==> src/sv/ntu_pkg.sv <==
package ntu_pkg;

	localparam logic [1:0] ST_HIT  = 2'd0;
	localparam logic [1:0] ST_INS  = 2'd1;
	localparam logic [1:0] ST_FULL = 2'd2;

	localparam logic [1:0] REG_OWN_X = 2'd0;
	localparam logic [1:0] REG_OWN_Y = 2'd1;
	localparam logic [1:0] REG_LIMIT = 2'd2;

	localparam int unsigned SQ_W   = 34;
	localparam int unsigned ROOT_W = 17;
	localparam int unsigned SQRT_STEPS = 17;

	typedef struct packed {
		logic [15:0]        node_id;
		logic signed [31:0] seq_number;
		logic signed [15:0] pos_x;
		logic signed [15:0] pos_y;
	} item_t;

	typedef struct packed {
		logic [1:0]  status;
		logic [4:0]  entry_index;
		logic [15:0] times_seen;
		logic [15:0] in_range_packets;
		logic [16:0] distance;
		logic [15:0] farthest_id;
		logic        farthest_valid;
	} result_t;

	// Data handed from one cell to the next along the table.
	typedef struct packed {
		logic        hit;
		logic        wr;
		logic        ins;
		logic        in_range;
		logic [15:0] id;
		logic [15:0] px;
		logic [15:0] py;
		logic [16:0] root_dist;
	} link_t;

	// What the hitting cell reports back.
	typedef struct packed {
		logic        hit;
		logic [15:0] seen;
		logic [15:0] inr;
		logic [16:0] slot_dist;
	} hit_t;

	function automatic logic [15:0] sat_inc(input logic [15:0] v);
		return (v == 16'hFFFF) ? v : v + 16'd1;
	endfunction

endpackage

==> src/sv/ntu_cell.sv <==
module ntu_cell (
	input  logic           clk,
	input  logic           arst_n,
	input  logic           own_ins,
	input  ntu_pkg::link_t link_in,
	output ntu_pkg::link_t link_out,
	output ntu_pkg::hit_t  hit_out
);

	logic        valid_q;
	logic [15:0] id_q;
	logic [15:0] x_q;
	logic [15:0] y_q;
	logic [16:0] dist_q;
	logic [15:0] seen_q;
	logic [15:0] inr_q;
	logic        match;

	// A cell matches only if no lower cell has already claimed the id.
	assign match = valid_q && (id_q == link_in.id) && !link_in.hit;

	always_comb begin
		link_out = link_in;
		link_out.hit = link_in.hit | match;
		hit_out.hit  = match;
		hit_out.seen = ntu_pkg::sat_inc(seen_q);
		hit_out.inr  = (link_in.in_range) ? ntu_pkg::sat_inc(inr_q) : inr_q;
		hit_out.slot_dist = dist_q;
	end

	always_ff @(posedge clk or negedge arst_n) begin
		if (!arst_n) begin
			valid_q <= 1'b0;
		end else if (link_in.ins && own_ins) begin
			valid_q <= 1'b1;
		end
	end

	always_ff @(posedge clk) begin
		if (link_in.ins && own_ins) begin
			id_q   <= link_in.id;
			x_q    <= link_in.px;
			y_q    <= link_in.py;
			dist_q <= link_in.root_dist;
			seen_q <= 16'd1;
			inr_q  <= {15'd0, link_in.in_range};
		end else if (link_in.wr && match) begin
			x_q    <= link_in.px;
			y_q    <= link_in.py;
			seen_q <= hit_out.seen;
			inr_q  <= hit_out.inr;
		end
	end

endmodule

==> config.mk <==
export PLATFORM = sky130hd
export DESIGN_NAME = ntu_cell
export DESIGN_NICKNAME = d
export VERILOG_FILES = /design/src/sv/ntu_pkg.sv /design/src/sv/ntu_cell.sv
export SDC_FILE = /design/constraint.sdc
export NUM_CORES = 1
export LEC_CHECK = 0
export ABC_AREA = 1
export BUFFER_PORTS_ARGS = -buffer_cell sky130_fd_sc_hd__buf_2
export CAP_MARGIN = 20
export CORE_MARGIN = 4
export CORE_UTILIZATION = 52
export DETAILED_ROUTE_END_ITERATION = 7
export GPL_ROUTABILITY_DRIVEN = 0
export PLACE_DENSITY = 0.86
export SETUP_SLACK_MARGIN = 0.05
export SYNTH_ARGS = -nofsm -noshare
export SYNTH_HDL_FRONTEND = slang
export SYNTH_SLANG_ARGS = --single-unit
==> constraint.sdc <==
create_clock -name clk -period 3.04 [get_ports clk]
set_input_delay 0.608 -clock clk [delete_from_list [all_inputs] [get_ports clk]]
set_output_delay 0.608 -clock clk [all_outputs]
set_load 0.05 [all_outputs]
==> summary.txt <==
Placed design
  – DP Cell Count: 761
  – Placed cell area: 4606 um2
  – Buffers added on ports: 126
  – Detail Placement HPWL: 7703 um

Setup path
  – Worst Setup SP: inr_q[0]
  – Worst setup EP type: output port
  – Setup crit start kind: flip-flop
  – Slowest stage delay, CP: 0.49 ns
  – R2r startpoint: id_q[12]
  – Req. time, crit path: 2.43 ns
  – Worst R2R Setup Slack: 1.00 ns
  – Setup CP Type: reg -> out
  – Crit-path max FO: 6
  – CP max stage cell: edfxtp_1
  – Crit path arrival time: 2.19 ns
  – R2r endpoint: inr_q[13]
  – Worst setup path endpoint: hit_out[17]
  – Worst R2R Path Depth: 9
  – Worst path cell trace: ha_1 > nand3_2 > clkinv_2 > nand4_4 > nand2_1 > xnor2_1 > buf_2

Layout
  – Area Growth Syn to Fin: 9.694%
  – Fillcell total: 744
  – Final instance area: 4842 um2
  – Layout Cells excl Fill: 778
  – Final net count: 741
  – Proportion of layout cells with a drive suffix above 1: 25.89%

Synth
  – Post-synth top area cell: edfxtp_1
  – Synth Warn #: 0
  – Netlist cell types: 33
  – Synth async-reset ratio: 1.515%
  – Synth top area cells: edfxtp_1, nand2_1, dfxtp_1, buf_4, nand3_1
  – Number of synthesized flops with an enable pin: 34
  – Commonest cells post-synth: nand2_1, buf_4, inv_1, nand3_1, nor2_1
  – Post-Synthesis Cells: 612
  – Proportion of synthesized chip area in sequential cells: 37.76%
  – Top_reg_cell synth: edfxtp_1
  – Synth Register Bits: 66
  – Synthesized area: 4414 um2
  – Post-synth net total: 686
  – Average size of a mapped cell: 7.213 um2
  – Synth top area share: 23.13%
  – Top-count cell post-synth: nand2_1

Floorplan
  – Placeable core area: 8217 um2
  – Io pins: 191
  – Chip Height: 100.1 um
  – Initial Utilization: 53.72%
  – Die footprint: 10030 um2
  – Die width: 100.1 um
  – # rows: 33

Power and ir drop
  – PD cells: 449.3 nW/um2
  – P_leak: 0.002490 uW
  – Worst vdd ir: 0.3594 mV

Global route
  – Largest net degree at the start of global routing: 41
  – Overflow after GRT: 0
  – Number of global-route vias before repair: 3877
  – Initial antenna violation count: 1
  – First-pass GRT wire length: 17120 um
  – Gr usage total: 20.72%

Route
  – Vias/cell: 5.206
  – Post-route ant nets: 0
  – Total number of vias: 4050
  – Final wirelength: 10540 um
  – 1st-pass router iterations: 5
  – # DRC: 0
  – Post-DR wirelength/cell: 13.55 um
  – Drt initial violations: 172

Clock tree
  – CTS tree: built
  – # Post-CTS Setup Buffers: 0
  – Reg clk slew, reported paths: 0.08 ns
  – Clock tree buffer depth: 2
  – Sink Count: 66
  – Root Driver: clkbuf_8
  – Worst-Skew Late Latency: 0.34 ns
  – H-tree depth: 3
  – CTS buffer count: 9

Timing
  – Slew @ Worst Pin: 0.4893 ns
  – RSZ-0062 raised after global routing: false
  – Maximum clock rate: 0.3573 GHz
  – Slew headroom: 67.29%
  – Final Cycle Share: 92.05%
  – Fin. Hold Viols: 0
  – Tmin final: 2.798 ns
  – TNS Setup: 0 ns
  – Final-report max-slew violation count: 0
  – Worst clock skew: 0.01574 ns
  – Final Setup Violations: 0
  – Fin Hold WS: 0.03227 ns

Worst hold path
  – Worst hold path class: in -> async

Run
  – Max-cap violations: 0

Outcome
  – Status: completed
## placed cells by master, fill, tap and decap left out, types with 6 or more instances in the layout
master	Yosys	final
nand2_1	181	180
nor2_1	43	43
o21ai_1	8	8
clkbuf_8	0	9
xnor2_1	9	9
buf_2	5	126
edfxtp_1	34	34
nand3_1	65	65
nor3_1	6	6
nand4_1	40	40
dfxtp_1	31	31
nand2_2	6	7
inv_1	65	65
## power breakdown
group	internal, uW	switching, uW
registers	970	13.3
logic	76.8	266
clock network	469	381
total	1520	660
## cell type report
| type | instances | area [um2] | share of cell area (%) |
|---|---|---|---|
| Multi-Input combinational cell | 390 | 1886 | 38.94 |
| Sequential cell | 66 | 1667 | 34.42 |
| Timing Repair Buffer | 131 | 668.1 | 13.80 |
| Inverter | 69 | 261.5 | 5.401 |
| Tap cell | 105 | 131.4 | 2.713 |
| Clock buffer | 9 | 123.9 | 2.558 |
| Clock inverter | 7 | 102.6 | 2.119 |
| Antenna cell | 1 | 2.502 | 0.05168 |
## worst max-delay path, delay by kind of cell, from the launching register on
kind | cells | cell delay, ns
fa+ha+maj | 1 | 0.29
simple gates | 3 | 0.38
flops | 1 | 0.49
buf+inv | 2 | 0.44
xor+xnor | 1 | 0.25
## what timing repair did
item	4_1_cts	5_1_grt
hold buffers	0	0
gates resized for setup	0	1
endpoints found under the setup margin	0	4
## state kept, by name, summed over array words and instances, names as in the netlist
register  cells
dist_q       17
id_q         16
inr_q        16
seen_q       16
valid_q       1
## metal layers
metal	global-route usage, %	vias to the layer above	part of all wire, %
li1	-	2028	-
met1	24.15	1839	40
met3	4.239	26	7.1
met5	0	-	0
met4	9.534	0	2.4
met2	36.39	157	50
## worst min path at each step
stage,start,to,slack (ns)
floorplan,arst_n,valid_q,0.31
global placement,arst_n,valid_q,0.38
detailed placement,arst_n,valid_q,0.39
CTS,arst_n,valid_q,0.02
global route,arst_n,valid_q,0.01
finish,arst_n,valid_q,0.03
## stage by stage
| step | total power [uW] | utilization [%] | setup slack [ns] |
|---|---|---|---|
| 3_5_place_dp | 1346 | 56.05 | 0.5426 |
| 6_report | 2176 | 58.93 | 0.2416 |
| 3_3_place_gp | 1339 | 56.05 | 0.5906 |
| 5_1_grt | 2256 | 58.93 | 0.1409 |
| 2_1_floorplan | 1393 | - | 0.4590 |
| 4_1_cts | 2195 | 58.81 | 0.2197 |
## logic make-up after synthesis
group,after synthesis,share of synthesized area (%)
simple gates,359,37.53
flops,66,37.76
buf+inv,156,19.76
compound gates,17,2.012
fa+ha+maj,2,0.5668
xor+xnor,12,2.381
No activity file was read; power rests on OpenSTA's default activity.
