### config.mk
export PLATFORM = sky130hd
export DESIGN_NAME = ntu_sqrt
export DESIGN_NICKNAME = d
export VERILOG_FILES = /design/src/sv/ntu_pkg.sv /design/src/sv/ntu_sqrt.sv
export SDC_FILE = /design/constraint.sdc
export NUM_CORES = 1
export LEC_CHECK = 0
export ABC_CLOCK_PERIOD_IN_PS = 2600
export BUFFER_PORTS_ARGS = -buffer_cell sky130_fd_sc_hd__clkbuf_2
export CORE_ASPECT_RATIO = 0.75
export CORE_MARGIN = 2
export CORE_UTILIZATION = 25
export DETAILED_ROUTE_END_ITERATION = 10
export GPL_TIMING_DRIVEN = 0
export SYNTH_ARGS = -nofsm -noshare
export SYNTH_HDL_FRONTEND = slang
export SYNTH_SLANG_ARGS = --single-unit
export TNS_END_PERCENT = 20
### constraint.sdc
create_clock -name clk -period 2.6 [get_ports clk]
set_input_delay 0.26 -clock clk [delete_from_list [all_inputs] [get_ports clk]]
set_output_delay 0.26 -clock clk [all_outputs]
set_load 0.01 [all_outputs]
### src/sv/ntu_pkg.sv
package ntu_pkg;

	localparam logic [1:0] ST_HIT  = 2'd0;
	localparam logic [1:0] ST_INS  = 2'd1;
	localparam logic [1:0] ST_FULL = 2'd2;

	localparam logic [1:0] REG_OWN_X = 2'd0;
	localparam logic [1:0] REG_OWN_Y = 2'd1;
	localparam logic [1:0] REG_LIMIT = 2'd2;

	localparam int unsigned SQ_W   = 34;
	localparam int unsigned ROOT_W = 17;
	localparam int unsigned SQRT_STEPS = 17;

	typedef struct packed {
		logic [15:0]        node_id;
		logic signed [31:0] seq_number;
		logic signed [15:0] pos_x;
		logic signed [15:0] pos_y;
	} item_t;

	typedef struct packed {
		logic [1:0]  status;
		logic [4:0]  entry_index;
		logic [15:0] times_seen;
		logic [15:0] in_range_packets;
		logic [16:0] distance;
		logic [15:0] farthest_id;
		logic        farthest_valid;
	} result_t;

	// Data handed from one cell to the next along the table.
	typedef struct packed {
		logic        hit;
		logic        wr;
		logic        ins;
		logic        in_range;
		logic [15:0] id;
		logic [15:0] px;
		logic [15:0] py;
		logic [16:0] root_dist;
	} link_t;

	// What the hitting cell reports back.
	typedef struct packed {
		logic        hit;
		logic [15:0] seen;
		logic [15:0] inr;
		logic [16:0] slot_dist;
	} hit_t;

	function automatic logic [15:0] sat_inc(input logic [15:0] v);
		return (v == 16'hFFFF) ? v : v + 16'd1;
	endfunction

endpackage

### src/sv/ntu_sqrt.sv
module ntu_sqrt (
	input  logic                          clk,
	input  logic                          arst_n,
	input  logic                          go,
	input  logic [ntu_pkg::SQ_W-1:0]      radicand,
	output logic                          done,
	output logic [ntu_pkg::ROOT_W-1:0]    root
);

	logic [ntu_pkg::SQ_W-1:0]   rem_q;
	logic [ntu_pkg::ROOT_W-1:0] root_q;
	logic [ntu_pkg::SQ_W-1:0]   rad_q;
	logic [4:0]                 cnt_q;
	logic                       busy_q;
	logic [ntu_pkg::SQ_W+1:0]   trial;
	logic [ntu_pkg::SQ_W+1:0]   shifted;

	// Restoring root, two radicand bits per step, most significant first.
	always_comb begin
		shifted = {rem_q, rad_q[ntu_pkg::SQ_W-1 -: 2]};
		trial   = shifted - {{(ntu_pkg::SQ_W-ntu_pkg::ROOT_W){1'b0}}, root_q, 2'b01};
	end

	always_ff @(posedge clk or negedge arst_n) begin
		if (!arst_n) begin
			busy_q <= 1'b0;
			cnt_q  <= '0;
			done   <= 1'b0;
		end else begin
			done <= 1'b0;
			if (go) begin
				busy_q <= 1'b1;
				cnt_q  <= 5'(ntu_pkg::SQRT_STEPS - 1);
			end else if (busy_q) begin
				if (cnt_q == '0) begin
					busy_q <= 1'b0;
					done   <= 1'b1;
				end
				cnt_q <= cnt_q - 5'd1;
			end
		end
	end

	always_ff @(posedge clk) begin
		if (go) begin
			rem_q  <= '0;
			root_q <= '0;
			rad_q  <= radicand;
		end else if (busy_q) begin
			rad_q <= {rad_q[ntu_pkg::SQ_W-3:0], 2'b00};
			if (!trial[ntu_pkg::SQ_W+1]) begin
				rem_q  <= trial[ntu_pkg::SQ_W-1:0];
				root_q <= {root_q[ntu_pkg::ROOT_W-2:0], 1'b1};
			end else begin
				rem_q  <= shifted[ntu_pkg::SQ_W-1:0];
				root_q <= {root_q[ntu_pkg::ROOT_W-2:0], 1'b0};
			end
		end
	end

	assign root = root_q;

endmodule

==> results by group <==
Critical path
  – R2r startpoint: root[12]
  – Crit path cell chain: inv_2 -> ha_4 -> a21oi_4 -> o21ai_2 -> a211oi_2 -> nand2_2 -> o31a_1 -> or3_4 -> buf_6 -> or3_4 -> a311oi_2
  – CP startpoint: root[12]
  – Setup Crit Path Kind: flip-flop to flip-flop
  – Worst setup SP type: flip-flop
  – Worst endpoint required time: 2.86 ns
  – CP endpoint kind: flip-flop
  – CP max-delay cell: or3_4
  – Most frequent CP cell: or3_4
  – Critical path fanouts, max: 6
  – Worst EP arrival: 3.05 ns
  – CP peak stage delay: 0.41 ns

Clock tree
  – Sink Count: 92
  – CTS root buf: clkbuf_16
  – Total CTS buffers: 9
  – Clk_lat worst skew: ~0.35 ns
  – CTS tree: built
  – H-Tree Depth: 3
  – Clk buf depth: 2
  – Worst-path clk slew: about 0.07 ns

Floorplanning
  – Starting Density: 25.3%
  – Row count: 45
  – Die width: 169 um
  – DIE HEIGHT: roughly 130 um
  – Die Area: 21,500 um2
  – I/O Pins: 55
  – Core Region: around 20,000 um2

Outcome
  – Failing checks: setup timing
  – Status: complete, but fails checks

Layout
  – Diodes inserted: 0
  – Fill cells: ~2,100
  – Layout Utilization: 33.6%
  – Final nets: roughly 700
  – Finished Cell Area: 6760 um2
  – Area Overhead vs Synth: 33.1%
  – Proportion of layout cells with a drive suffix above 1: a little over a third

Yosys
  – Area share of the largest cell type after synthesis: 20.1%
  – EDFF count, synth: 34
  – Unique masters post-synth: 56
  – Synth Area per Inst: 9.47 um2
  – Synth warnings: 0
  – Cells after Synth: 536
  – Most area-hungry cell type in the Yosys netlist: dfxtp_1
  – Register bit total from synthesis: 92
  – Most frequent cells after synthesis: nor2_1, dfxtp_1, nand2_1
  – Ys async rst share: between 7 and 8%
  – Syn nets: a little under 600
  – Most used DFF post-synth: dfxtp_1
  – Post-synthesis sequential area ratio: 43.7%
  – Ranking of synthesized cells by area: dfxtp_1, edfxtp_1, mux2_2
  – Most common cell in the netlist: nor2_1
  – Synthesized cell area: about 5000 um2

Power and ir drop
  – LEAKAGE: approximately 2.7 nW
  – Pwr dens: 1310 nW/um2
  – Worst VDD drop: 0.000444 V

Hold path
  – Hold Path Origin: radicand[0]
  – HP Class: primary input to flip-flop

Global routing
  – Total GRT Usage: 13.2%
  – GRT overflow: 0
  – Largest net degree at the start of global routing: 36
  – Initial antenna violation count: 0
  – First-pass GRT wire length: 22,600 um
  – Vias in the first global route: 4,308

STA
  – Peak Freq: roughly 360 MHz
  – Post-layout min period: 2.79 ns
  – Fin crit share: 107%
  – Unrepaired setup endpoints after global routing: yes
  – Final setup vio count: 20
  – Final setup skew: 0.00980 ns
  – Relative slew slack: 43.8%
  – Fin. max-slew vios: 0
  – Pin slew with the least headroom to its limit: 0.842 ns
  – Post-route setup slack: -0.192 ns
  – Hold Vio Cnt, Final: 0

Placement
  – Placer Congestion: 0.858
  – Cell area after placement: 5730 um2
  – Post-DP HPWL: 9440 um
  – Port bufs: between 50 and 60

Route
  – Routed vias/inst: 4.93
  – Routed len/inst: ~16 um
  – TritonRoute pass-1 iters: 4
  – First-iteration detailed-routing DRC count: 243
  – DRT Wirelength: 14,000 um
  – Via count: ~4,400
  – Remaining antenna violation count: 0
  – Residual DRC count: 0

Job
  – Max capacitance violation total: 0
worst paths after layout:
path                              to  slack [ns]  cells past startpoint
min reg2reg                 rem_q[4]        0.50                      2
max                        rem_q[28]       -0.19                     11
min                         rad_q[0]        0.19                      2
min in group asynchronous   cnt_q[2]        0.31                      2
max in group asynchronous   cnt_q[1]        2.12                      2
max reg2reg                rem_q[28]       -0.19                     11
layout make-up:
type	count	area (um2)	share of cell area, %
buffer	25	150	2.22
inverter	29	109	1.61
clock inverter	6	56.3	0.833
tap	258	323	4.78
clock buffer	10	229	3.39
sequential	92	2250	33.3
timing repair buffer	93	569	8.42
multi-input combinational	385	3070	45.4
logic make-up after synthesis:
| family | synth area share [%] |
|---|---|
| simple gates | 16.8 |
| compound gates | 15.3 |
| flops | 43.7 |
| buf+inv | 4.39 |
| mux | 10.3 |
| xor+xnor | 4.66 |
| fa+ha+maj | 4.93 |
metal layers:
metal	global-route usage (%)	up-vias	wire length (um)
met3	4.28	9	1140
met4	2.48	0	112
met1	19.2	2129	6970
met5	0	-	0
li1	-	2151	-
met2	19.2	139	5800
state kept, by name, summed over array words and instances, names as in the netlist:
name    count
busy_q      1
root       17
cnt_q       5
rad_q      34
rem_q      34
done        1
power breakdown:
group | switching [mW] | internal, mW | leakage (nW) | total, mW
clock network | 0.626 | 0.672 | 0.138 | 1.30
registers | 0.353 | 1.92 | 0.876 | 2.28
logic | 2.74 | 2.54 | 1.69 | 5.27
total | 3.71 | 5.13 | 2.70 | 8.85
what timing repair did:
item,4_1_cts,5_1_grt
endpoints found under the hold margin,7,0
buffers inserted,21,17
hold buffers,1,0
pin swaps,24,35
endpoints found under the setup margin,33,32
gates resized for setup,56,50
cloned,1,0
worst max-delay path, delay by kind of cell, from the launching register on:
family / cells / cell delay [ns]
AOI/OAI and AO/OA: 5 / 1.09
adders and majority gates: 1 / 0.25
buffers and inverters: 2 / 0.19
DFF: 1 / 0.35
and+or+nand+nor: 3 / 0.83
through the flow:
stage | total power [mW] | hold slack, ns | setup WS [ns] | std cells | setup TNS, ns
after floorplan | 5.20 | -0.0356 | -0.219 | 536 | -3.07
after global placement | 6.07 | 0.109 | -0.965 | 847 | -20.40
after detailed placement | 6.10 | 0.108 | -0.998 | 847 | -21.24
after CTS | 8.15 | 0.183 | -0.231 | 882 | -3.24
after global routing | 9.45 | 0.192 | -0.267 | 898 | -3.80
final | 8.85 | 0.194 | -0.192 | 898 | -1.58
layout by cell type, fill, tap and decap left out, types with 7 or more instances in the layout:
cell	instances
nor3_1	10
a21oi_1	17
ha_4	11
inv_1	25
nor2_1	65
clkbuf_2	53
o21ai_0	8
mux2_2	32
nand2_1	42
a211oi_1	9
buf_4	37
clkbuf_1	18
dfxtp_1	30
dfxtp_2	18
edfxtp_1	34
xor2_1	7
a311oi_1	19
clkbuf_16	10
dfrtp_1	7
mux2i_1	16
xnor2_1	20
(Power assumes the default switching activity.)
